[config.mk]
export PLATFORM = sky130hd
export DESIGN_NAME = sorted_bounded_list_core
export DESIGN_NICKNAME = d
export VERILOG_FILES = /design/src/rtl/core/sbl_pkg.sv /design/src/rtl/core/sbl_cell.sv /design/src/rtl/core/sorted_bounded_list_core.sv
export SDC_FILE = /design/constraint.sdc
export NUM_CORES = 2
export LEC_CHECK = 0
export BUFFER_PORTS_ARGS = -buffer_cell sky130_fd_sc_hd__buf_2
export CAP_MARGIN = 10
export CORE_MARGIN = 1.5
export CORE_UTILIZATION = 50
export CTS_CLUSTER_DIAMETER = 30
export CTS_CLUSTER_SIZE = 10
export DETAILED_ROUTE_END_ITERATION = 16
export GPL_TIMING_DRIVEN = 0
export PLACE_DENSITY = 0.66
export SETUP_SLACK_MARGIN = 0.5
export SLEW_MARGIN = 10
export SYNTH_ARGS = -nofsm -noshare
export SYNTH_HDL_FRONTEND = slang
export SYNTH_SLANG_ARGS = --single-unit
[constraint.sdc]
create_clock -name clk -period 12.9 [get_ports clk]
set_input_delay 0.645 -clock clk [delete_from_list [all_inputs] [get_ports clk]]
set_output_delay 0.645 -clock clk [all_outputs]
set_load 0.01 [all_outputs]
[src/rtl/core/sbl_pkg.sv]
// sbl_pkg: shared types, codes and defaults of the sorted bounded list
// used by sbl_cell and sorted_bounded_list_core, depends on nothing
`default_nettype none

package sbl_pkg;

  localparam int CAPACITY_DEF   = 16;
  localparam int ITEM_WIDTH_DEF = 32;

  localparam int CMD_W   = 2;
  localparam int VALUE_W = 32;
  localparam int STAT_W  = 2;
  localparam int COUNT_W = 5;
  localparam int IDX_W   = 1;
  localparam int CFG_W   = 2;

  localparam logic [CMD_W-1:0] CMD_INSERT = 2'd0;
  localparam logic [CMD_W-1:0] CMD_REMOVE = 2'd1;
  localparam logic [CMD_W-1:0] CMD_SEARCH = 2'd2;

  localparam logic [STAT_W-1:0] ST_DONE = 2'd0;
  localparam logic [STAT_W-1:0] ST_FULL = 2'd1;
  localparam logic [STAT_W-1:0] ST_NONE = 2'd2;

  localparam logic [IDX_W-1:0] REG_SORT_ORDER     = 1'd0;
  localparam logic [IDX_W-1:0] REG_COMPARE_SIGNED = 1'd1;

  localparam logic [1:0] ORDER_UNSORTED   = 2'd0;
  localparam logic [1:0] ORDER_ASCENDING  = 2'd1;
  localparam logic [1:0] ORDER_DESCENDING = 2'd2;

  typedef struct packed {
    logic do_insert;
    logic do_remove;
    logic sorted;
    logic descending;
    logic cmp_signed;
  } sbl_ctl_t;

  typedef struct packed {
    logic ins;
    logic rem;
  } sbl_chain_t;

endpackage

`default_nettype wire

[src/rtl/core/sbl_cell.sv]
// sbl_cell: one list entry with its compare, insert shift and remove shift
// depends on sbl_pkg
`default_nettype none

module sbl_cell #(
  parameter int ITEM_WIDTH = sbl_pkg::ITEM_WIDTH_DEF
) (
  input  wire logic                   clk,
  input  wire sbl_pkg::sbl_ctl_t      ctl,
  input  wire logic [ITEM_WIDTH-1:0]  item,
  input  wire logic                   occ,
  input  wire logic [ITEM_WIDTH-1:0]  left_data,
  input  wire logic [ITEM_WIDTH-1:0]  right_data,
  input  wire sbl_pkg::sbl_chain_t    chain_in,
  output sbl_pkg::sbl_chain_t         chain_out,
  output logic [ITEM_WIDTH-1:0]       data
);
  import sbl_pkg::*;

  localparam logic [ITEM_WIDTH-1:0] SIGN_BIT = ITEM_WIDTH'(1) << (ITEM_WIDTH - 1);

  logic [ITEM_WIDTH-1:0] data_r, data_nxt;
  logic [ITEM_WIDTH-1:0] key_e, key_i, flip;
  logic                  here, hit, eq;

  always_comb begin
    flip  = ctl.cmp_signed ? SIGN_BIT : '0;
    key_e = data_r ^ flip;
    key_i = item ^ flip;
    here  = ctl.sorted && (ctl.descending ? (key_i >= key_e) : (key_i <= key_e));
    hit   = !occ || here;
    eq    = occ && (data_r == item);
    chain_out.ins = chain_in.ins | hit;
    chain_out.rem = chain_in.rem | eq;
    if (ctl.do_insert && chain_out.ins) begin
      data_nxt = chain_in.ins ? left_data : item;
    end else if (ctl.do_remove && chain_out.rem) begin
      data_nxt = right_data;
    end else begin
      data_nxt = data_r;
    end
  end

  always_ff @(posedge clk) begin
    data_r <= data_nxt;
  end

  assign data = data_r;

endmodule

`default_nettype wire

[src/rtl/core/sorted_bounded_list_core.sv]
// sorted_bounded_list_core: fixed-capacity list built as a row of sbl_cell
// depends on sbl_pkg and sbl_cell
//
// A command beat is taken whenever start is high; busy never rises, so a
// command can be accepted in every clock cycle. Its result is on the out_
// ports with out_strobe for one cycle, once the command has passed the
// stage_vld_r register and then the out_ registers; the receiver cannot
// stall it. The path is one register stage on the command and one update
// of the cell row, where every entry compares against the item at once
// and shifts toward its neighbor in the same cycle; the insert and remove
// positions ripple along the row as a one-bit chain. Configuration writes
// are always ready and should only be issued while no command is in flight.
`default_nettype none

module sorted_bounded_list_core #(
  parameter int CAPACITY   = sbl_pkg::CAPACITY_DEF,
  parameter int ITEM_WIDTH = sbl_pkg::ITEM_WIDTH_DEF
) (
  input  wire logic                          clk,
  input  wire logic                          rst_n,
  input  wire logic                          start,
  output logic                               busy,
  input  wire logic [sbl_pkg::CMD_W-1:0]     in_command,
  input  wire logic [sbl_pkg::VALUE_W-1:0]   in_item_value,
  output logic                               out_strobe,
  output logic [sbl_pkg::STAT_W-1:0]         out_status,
  output logic [sbl_pkg::VALUE_W-1:0]        out_found_item,
  output logic [sbl_pkg::COUNT_W-1:0]        out_entry_count,
  input  wire logic                          cfg_valid,
  output logic                               cfg_ready,
  input  wire logic [sbl_pkg::IDX_W-1:0]     cfg_index,
  input  wire logic [sbl_pkg::CFG_W-1:0]     cfg_data
);
  import sbl_pkg::*;

  localparam int CNT_W = $clog2(CAPACITY + 1);

  logic                  stage_vld_r;
  logic [CMD_W-1:0]      cmd_r;
  logic [ITEM_WIDTH-1:0] item_r, item_in;
  logic [1:0]            sort_order_r;
  logic                  cmp_signed_r;
  logic [CNT_W-1:0]      count_r, count_nxt;
  logic                  full;
  sbl_ctl_t              ctl;
  sbl_chain_t            chain [CAPACITY+1];
  logic [ITEM_WIDTH-1:0] cell_data [CAPACITY];

  logic                  out_strobe_r;
  logic [STAT_W-1:0]     out_status_r, status_nxt;
  logic [ITEM_WIDTH-1:0] out_found_r, found_nxt;
  logic [CNT_W-1:0]      out_count_r;

  assign busy      = 1'b0;
  assign cfg_ready = 1'b1;

  generate
    if (ITEM_WIDTH <= VALUE_W) begin : g_in_narrow
      assign item_in        = in_item_value[ITEM_WIDTH-1:0];
      assign out_found_item = VALUE_W'(out_found_r);
    end else begin : g_in_wide
      assign item_in        = ITEM_WIDTH'(in_item_value);
      assign out_found_item = out_found_r[VALUE_W-1:0];
    end
    if (CNT_W <= COUNT_W) begin : g_cnt_narrow
      assign out_entry_count = COUNT_W'(out_count_r);
    end else begin : g_cnt_wide
      assign out_entry_count = out_count_r[COUNT_W-1:0];
    end
  endgenerate

  always_ff @(posedge clk) begin
    if (!rst_n) begin
      sort_order_r <= ORDER_UNSORTED;
      cmp_signed_r <= 1'b0;
    end else if (cfg_valid && cfg_ready) begin
      case (cfg_index)
        REG_SORT_ORDER:     sort_order_r <= cfg_data;
        REG_COMPARE_SIGNED: cmp_signed_r <= cfg_data[0];
        default: ;
      endcase
    end
  end

  always_ff @(posedge clk) begin
    if (!rst_n) begin
      stage_vld_r <= 1'b0;
    end else begin
      stage_vld_r <= start && !busy;
    end
    cmd_r  <= in_command;
    item_r <= item_in;
  end

  assign full = (count_r == CNT_W'(CAPACITY));

  always_comb begin
    ctl.do_insert  = stage_vld_r && (cmd_r == CMD_INSERT) && !full;
    ctl.do_remove  = stage_vld_r && (cmd_r == CMD_REMOVE);
    ctl.sorted     = (sort_order_r == ORDER_ASCENDING) ||
                     (sort_order_r == ORDER_DESCENDING);
    ctl.descending = (sort_order_r == ORDER_DESCENDING);
    ctl.cmp_signed = cmp_signed_r;
  end

  assign chain[0] = '0;

  generate
    for (genvar i = 0; i < CAPACITY; i++) begin : g_cell
      logic [ITEM_WIDTH-1:0] left_d, right_d;
      if (i == 0) begin : g_head
        assign left_d = item_r;
      end else begin : g_left
        assign left_d = cell_data[i-1];
      end
      if (i == CAPACITY - 1) begin : g_tail
        assign right_d = cell_data[i];
      end else begin : g_right
        assign right_d = cell_data[i+1];
      end
      sbl_cell #(
        .ITEM_WIDTH(ITEM_WIDTH)
      ) u_cell (
        .clk        (clk),
        .ctl        (ctl),
        .item       (item_r),
        .occ        (CNT_W'(i) < count_r),
        .left_data  (left_d),
        .right_data (right_d),
        .chain_in   (chain[i]),
        .chain_out  (chain[i+1]),
        .data       (cell_data[i])
      );
    end
  endgenerate

  always_comb begin
    count_nxt  = count_r;
    status_nxt = ST_DONE;
    found_nxt  = '0;
    case (cmd_r)
      CMD_INSERT: begin
        if (full) begin
          status_nxt = ST_FULL;
        end else begin
          count_nxt = count_r + CNT_W'(1);
        end
      end
      CMD_REMOVE: begin
        if (chain[CAPACITY].rem) begin
          count_nxt = count_r - CNT_W'(1);
        end else begin
          status_nxt = ST_NONE;
        end
      end
      CMD_SEARCH: begin
        if (chain[CAPACITY].rem) begin
          found_nxt = item_r;
        end else begin
          status_nxt = ST_NONE;
        end
      end
      default: ;
    endcase
  end

  always_ff @(posedge clk) begin
    if (!rst_n) begin
      count_r      <= '0;
      out_strobe_r <= 1'b0;
    end else begin
      out_strobe_r <= stage_vld_r;
      if (stage_vld_r) begin
        count_r <= count_nxt;
      end
    end
    if (stage_vld_r) begin
      out_status_r <= status_nxt;
      out_found_r  <= found_nxt;
      out_count_r  <= count_nxt;
    end
  end

  assign out_strobe = out_strobe_r;
  assign out_status = out_status_r;

`ifndef ASSERT_OFF
  a_count_bound: assert property (@(posedge clk) disable iff (!rst_n)
    count_r <= CNT_W'(CAPACITY))
    else $error("entry count above capacity");

  a_beat_latency: assert property (@(posedge clk) disable iff (!rst_n)
    (start && !busy) |=> ##1 out_strobe)
    else $error("result beat missing two cycles after command");

  a_full_status: assert property (@(posedge clk) disable iff (!rst_n)
    (out_strobe && out_status == ST_FULL) |-> out_count_r == CNT_W'(CAPACITY))
    else $error("full reported on a list that is not full");

  a_found_done: assert property (@(posedge clk) disable iff (!rst_n)
    (out_strobe && out_status != ST_DONE) |-> out_found_r == '0)
    else $error("found item on a failed command");
`endif

endmodule

`default_nettype wire

# Word-level counts from Yosys, hierarchy flattened
# Index checks and enable logic that the tools add are counted.
# W data, S select, Z words.
dict set report word_totals {
  in_bits 41
  ff_bits 595
}
dict set report op_classes {
  order_cmp 48
  n_bitwise 48
  n_eq_ne 21
  mux 68
  reduce_logical 120
  add_sub_neg 2
}
# operator n
set ops {}
lappend ops {{$mux W32} 46}
lappend ops {{$xor A32 B32 Y32} 17}
lappend ops {{$eq A32 B32 Y1} 16}
lappend ops {{$ge A32 B32 Y1} 16}
lappend ops {{$le A32 B32 Y1} 16}
lappend ops {{$logic_and A1 B1 Y1} 66}
lappend ops {{$lt A4 B5 Y1 const A} 8}
lappend ops {{$or A1 B1 Y1} 30}
lappend ops {{$reduce_bool A2 Y1} 15}
lappend ops {{$lt A3 B5 Y1 const A} 4}
lappend ops {{$logic_not A1 Y1} 17}
lappend ops {{$logic_or A1 B1 Y1} 17}
lappend ops {{$mux W1} 17}
lappend ops {{$lt A1 B5 Y1 const A} 2}
lappend ops {{$lt A2 B5 Y1 const A} 2}
lappend ops {{$mux W5} 2}
lappend ops {{$pmux W5 S2} 1}
lappend ops {{$reduce_and A2 Y1} 3}
lappend ops {{$add A5 B1 Y5 const B} 1}
lappend ops {{$eq A5 B5 Y1 const B} 1}
lappend ops {{$sub A5 B1 Y5 const B} 1}
lappend ops {{$eq A2 B1 Y1 const B} 2}
lappend ops {{$eq A2 B2 Y1 const B} 2}
lappend ops {{$pmux W2 S2} 1}
lappend ops {{4 further kinds} 4}

# Depth between registers and ports, before layout
dict set report logic_depth {
  depth_word 22
  ltp_mapped 18
  mapped_depth_nobuf 13
}

# By module
# From an unflattened synthesis, not the netlist that was laid out.
dict set report unflattened {
  hier_cells 3949
  area_unflattened_um2 45155.8
}
# module n_inst seq_area_each_um2 area_per_inst_um2 cells_per_inst
set by_module_without_submodules {}
lappend by_module_without_submodules {sbl_cell 16 960.9 2633.8 232}
lappend by_module_without_submodules {sorted_bounded_list_core 1 2052.0 3015.4 237}

# Least setup slack after synthesis
# OpenSTA, ideal clock, no wires.
dict set report synth_timing {
  path_type {register to register}
  start {reg item_r[0] (netlist: g_cell[0].left_d[0])}
  end {reg g_cell[0].u_cell.data_r[0], enable pin}
  slack_ps 7367
  arrival_time_ps 5067
  n_path_buf 2
  path_stages_with_launch 13
  t_required_ps 12434
  path_cell_list {dfxtp_1 clkinv_1 ha_1 nand4_1 nor4_1 nand3_1 inv_1 or3_1 nand4_1 nor2b_1 clkbuf_1 clkbuf_1 o21ai_0}
}
dict set report synth_between {
  elab_chain_len 7
  word_cells_on_any_way 11
  cone_classes {2 x order compare; 1 x eq/ne; 1 x mux; 1 x bitwise; 6 x reduce/logical}
}
# element line_no
set synth_lines {}
lappend synth_lines {{start, declared} sorted_bounded_list_core.sv:40} ;# logic [ITEM_WIDTH-1:0] item_r, item_in;
lappend synth_lines {{start signal, assigned} sorted_bounded_list_core.sv:92} ;# item_r <= item_in;
lappend synth_lines {{$xor A32 B32 Y32} sbl_cell.sv:29} ;# key_i = item ^ flip;
lappend synth_lines {{$le A32 B32 Y1 / $ge A32 B32 Y1 (equally long branches)} sbl_cell.sv:30} ;# here = ctl.sorted && (ctl.descending ? (key_i >= key_e) : (key_i <= key_e));
lappend synth_lines {{$mux W1} sbl_cell.sv:30}
lappend synth_lines {{$logic_and A1 B1 Y1} sbl_cell.sv:30}
lappend synth_lines {{$logic_or A1 B1 Y1} sbl_cell.sv:31} ;# hit = !occ || here;
lappend synth_lines {{$logic_and A1 B1 Y1} sbl_cell.sv:35} ;# if (ctl.do_insert && chain_out.ins) begin
lappend synth_lines {{$reduce_bool A2 Y1 (no source line) *} -}
lappend synth_lines {{end signal, assigned} sbl_cell.sv:45} ;# data_r <= data_nxt;
lappend synth_lines {{end, declared} sbl_cell.sv:22} ;# logic [ITEM_WIDTH-1:0] data_r, data_nxt;
# Every way passes the cells marked *; elsewhere a longest branch is shown, timed or not.
# A chain may end at the register's enable or synchronous reset.

# Final worst setup path
dict set report layout_timing {
  start {reg item_r[0] (netlist: g_cell[0].left_d[0])}
  end {reg g_cell[7].u_cell.data_r[7], enable pin}
}
dict set report layout_between {
  elab_chain_len 14
  word_cells_on_any_way 74
  cone_classes {16 x order compare; 8 x eq/ne; 8 x mux; 15 x bitwise; 27 x reduce/logical}
}
# element line_no
set layout_lines {}
lappend layout_lines {{$xor A32 B32 Y32} sbl_cell.sv:29}
lappend layout_lines {{$le A32 B32 Y1 / $ge A32 B32 Y1 (equally long branches)} sbl_cell.sv:30}
lappend layout_lines {{$mux W1} sbl_cell.sv:30}
lappend layout_lines {{$logic_and A1 B1 Y1} sbl_cell.sv:30}
lappend layout_lines {{$logic_or A1 B1 Y1} sbl_cell.sv:31}
lappend layout_lines {{$or A1 B1 Y1 (7 in series)} sbl_cell.sv:33} ;# chain_out.ins = chain_in.ins | hit;
lappend layout_lines {{$logic_and A1 B1 Y1} sbl_cell.sv:35}
lappend layout_lines {{$reduce_bool A2 Y1 (no source line) *} -}
lappend layout_lines {{end signal, assigned} sbl_cell.sv:45}
lappend layout_lines {{end, declared} sbl_cell.sv:22}
# Marks and branches as above.

==> metrics <==
Req. time, crit path=13.28 ns; Met2 Routed Length=65.2 mm; DRT iter0 DRCs=4,423; Slew Limit Fails=0; Mapped Cells=4,626; Clock Latency Late Sink=0.78 ns; Crit path max-delay family=simple AND/OR/NAND/NOR gates; Post-synth top cells=edfxtp_1 (551), inv_1 (546), a21oi_1 (523); fmax=144 MHz; CP max stage delay=0.93 ns; CP max stage cell=nor4_1; root buf cell=clkbuf_16; fill count=7,326; antenna violations before repair=1; worst setup path class=flip-flop to flip-flop; sequential area share after synthesis=41.0%; CTS tree=yes; postcts setup bufs=0; RSZ-0062 raised after global routing=false; CTS buffer count=163; Yosys top cell area share=39.0%; YS warnings=0; syn nets=5,171; Worst setup SP type=flip-flop; H-tree depth=4; largest cells by area after synthesis=edfxtp_1 (39%), ha_1 (15%), a21oi_1 (6.2%), inv_1 (4.8%), nor2_1 (4.1%); hold_buf cts=34; final RePlAce weighted congestion=1.03; Cell Rows=106; async set-or-reset flop fraction in the synthesized netlist=0%; critical path's most frequent cell=clkbuf_1; worst-path cell chain=clkinv_1 > ha_1 > nand4_1 > nor4_1 > nand3b_1 > o21a_1 > a41o_1 > o2111a_1 > nand2_1 > nand4b_4 > and2_1 > clkbuf_1 > clkbuf_1 > a21o_2; min Tclk post-route=6.95 ns; met1 wire length=65.4 mm; vias per cell=6.14; Area growth syn-to-layout=19.2%; DP Wirelength=117 mm; Pleak=21.6 nW; Total Wirelength=151 mm; initial core utilization=50.7%; CTS Sinks=595; Post-Place Worst Slack=6.29 ns; met3 WL post-DR=14.6 mm; synthesized area=42,500 µm²; max-cap check violation count=0; CP max FO=32; post-route setup slack=5.95 ns; PortBufs=80; Final Hold Viols=0; die footprint=86,700 µm²; share of layout cells above drive strength 1=9.71%; flops & latches, synth=595; core area=83,800 µm²; total power=6.94 mW; Top Ports=83; CP Capture Type=flip-flop; placed cells=5,851; VDD IR max=0.000130 V; DR WL/cell=24.4 µm; Slew @ Worst Pin=1.41 ns; DRC=0; distinct cell type count after synthesis=98; Setup Skew=0.0359 ns; Buf/Inv on CP=3; area leader, netlist=edfxtp_1; run status=completed; Pre-antenna DRT Iters=8; Post-synth top flop=edfxtp_1; diode count=0; crit path DAT=7.33 ns; wire length of the first global-routing pass=224 mm; max_slew headroom=4.81%; max layer used=met4; clk slew on worst S/H paths=0.04 ns; Post-Layout Cell Count=6,190; final net count=5,461; width of the chip=294 µm; Post-Syn Area per Cell=9.18 µm²; setup total negative slack=0 ns; Tcrit/Tclk final=53.9%; Cell Pwr Density=137 nW/µm²; total gr overflow=0; largest net degree at the start of global routing=33; post-cts sizing count=0; vias in the first global route=36,600; ANT nets after route=0; CTS max path bufs=3; count leader, synth=edfxtp_1; die span in y=294 µm; number of setup violations in the final report=0; via count=38,000; number of synthesized flops with an enable pin=551; GR Util All Layers=34.5%; worst hold path class=input pin to flip-flop
through the flow:
step | util, % | area (µm²) | hold slack (ns)
finish | 60.4 | 50600 | 0.130
global route | 60.4 | 50600 | 0.135
CTS | 60.4 | 50600 | 0.101
detailed placement | 53.3 | 44700 | 0.475
global placement | 52.8 | 44300 | 0.463
floorplan | - | 42500 | 0.440
logic make-up (layout without fill, tap and decap cells):
logic type / Yosys count / in the layout / share of synthesized area, %
AO/OA/AOI/OAI: 1279 / 1279 / 18.9
AND/OR/NAND/NOR: 1277 / 1277 / 13.8
buffers and inverters: 796 / 1226 / 7.33
flip-flops: 595 / 595 / 41.0
adder cells (fa/ha/maj): 513 / 513 / 15.1
multiplexers: 144 / 144 / 3.41
XOR/XNOR: 20 / 20 / 0.413
other: 2 / 2 / 0.0177
worst register-to-register path, delay by kind of cell, from the launching register on:
kind                       cells  cell delay (ns)
AOI/OAI and AO/OA              4             1.59
adders and majority gates      1             0.77
DFF                            1             0.33
buffers and inverters          3             1.80
and+or+nand+nor                6             2.04
layout make-up:
type                            count  area, µm²  share of cell area [%]
Buffer                            248       1060                    2.09
Multi-Input combinational cell   3235      22000                    43.5
Inverter                          548       2060                    4.06
Sequential cell                   595      17400                    34.4
Clock buffer                      199       4330                    8.55
Tap cell                         1134       1420                    2.80
Clock inverter                    106       1280                    2.54
Timing Repair Buffer              125       1010                    2.00
cells in the final DEF, fill, tap and decap left out, types with 18 or more instances in the layout:
cell | netlist | layout
o221a_2 | 32 | 32
o22ai_1 | 40 | 39
a21o_1 | 54 | 51
bufinv_16 | 0 | 24
nor2_1 | 461 | 461
nand4_1 | 109 | 109
o21ai_0 | 206 | 202
o21a_1 | 18 | 18
a22oi_1 | 30 | 30
edfxtp_1 | 551 | 551
nor2b_1 | 23 | 23
clkbuf_1 | 174 | 200
mux2i_1 | 140 | 140
ha_1 | 504 | 504
and2_1 | 44 | 44
nor4_1 | 25 | 24
o22a_1 | 32 | 32
a2bb2oi_1 | 35 | 35
clkinv_2 | 0 | 38
a21oi_1 | 523 | 523
clkinv_1 | 1 | 23
dlygate4sd3_1 | 0 | 34
nand3_1 | 57 | 57
nor3_1 | 61 | 61
o211ai_1 | 29 | 29
nand2_1 | 392 | 390
nand2b_1 | 19 | 18
buf_2 | 47 | 127
o2bb2ai_1 | 33 | 33
a211oi_1 | 84 | 84
o21ai_1 | 24 | 24
dfxtp_1 | 44 | 42
inv_1 | 546 | 546
clkbuf_16 | 0 | 165
a31oi_1 | 44 | 43
routing by layer:
metal | GRT usage, % | vias to the layer above
li1 | - | 17500
met1 | 47.8 | 18300
met2 | 51.9 | 1876
met3 | 8.21 | 319
met4 | 13.8 | 0
met5 | 0 | -
registers in the layout (all words and copies together), names as in the netlist:
| signal | cells |
|---|---|
| out_found_item | 32 |
| count_r | 5 |
| cmd_r | 2 |
| sort_order_r | 2 |
| g_cell.u_cell.data | 512 |
| cmp_signed_r | 1 |
| g_cell.left_d | 32 |
| out_entry_count | 5 |
| stage_vld_r | 1 |
| out_strobe | 1 |
| out_status | 2 |
path summary, 6_finish.rpt:
path                            start  cells after the start  slack, ns                       end
hold reg to reg       sort_order_r[1]                      2       0.48           sort_order_r[1]
setup reg to reg  g_cell[0].left_d[0]                     14       5.95  g_cell[7].u_cell.data[7]
hold / removal                  start                      2       0.13               stage_vld_r
setup / recovery  g_cell[0].left_d[0]                     14       5.95  g_cell[7].u_cell.data[7]
report_power, final:
part | switching [mW] | total, mW | internal, mW
combinational | 0.354 | 0.549 | 0.195
sequential | 0.0720 | 2.22 | 2.15
clock | 1.32 | 4.17 | 2.85
total | 1.74 | 6.94 | 5.20
Power figures use the tool's default switching activity.
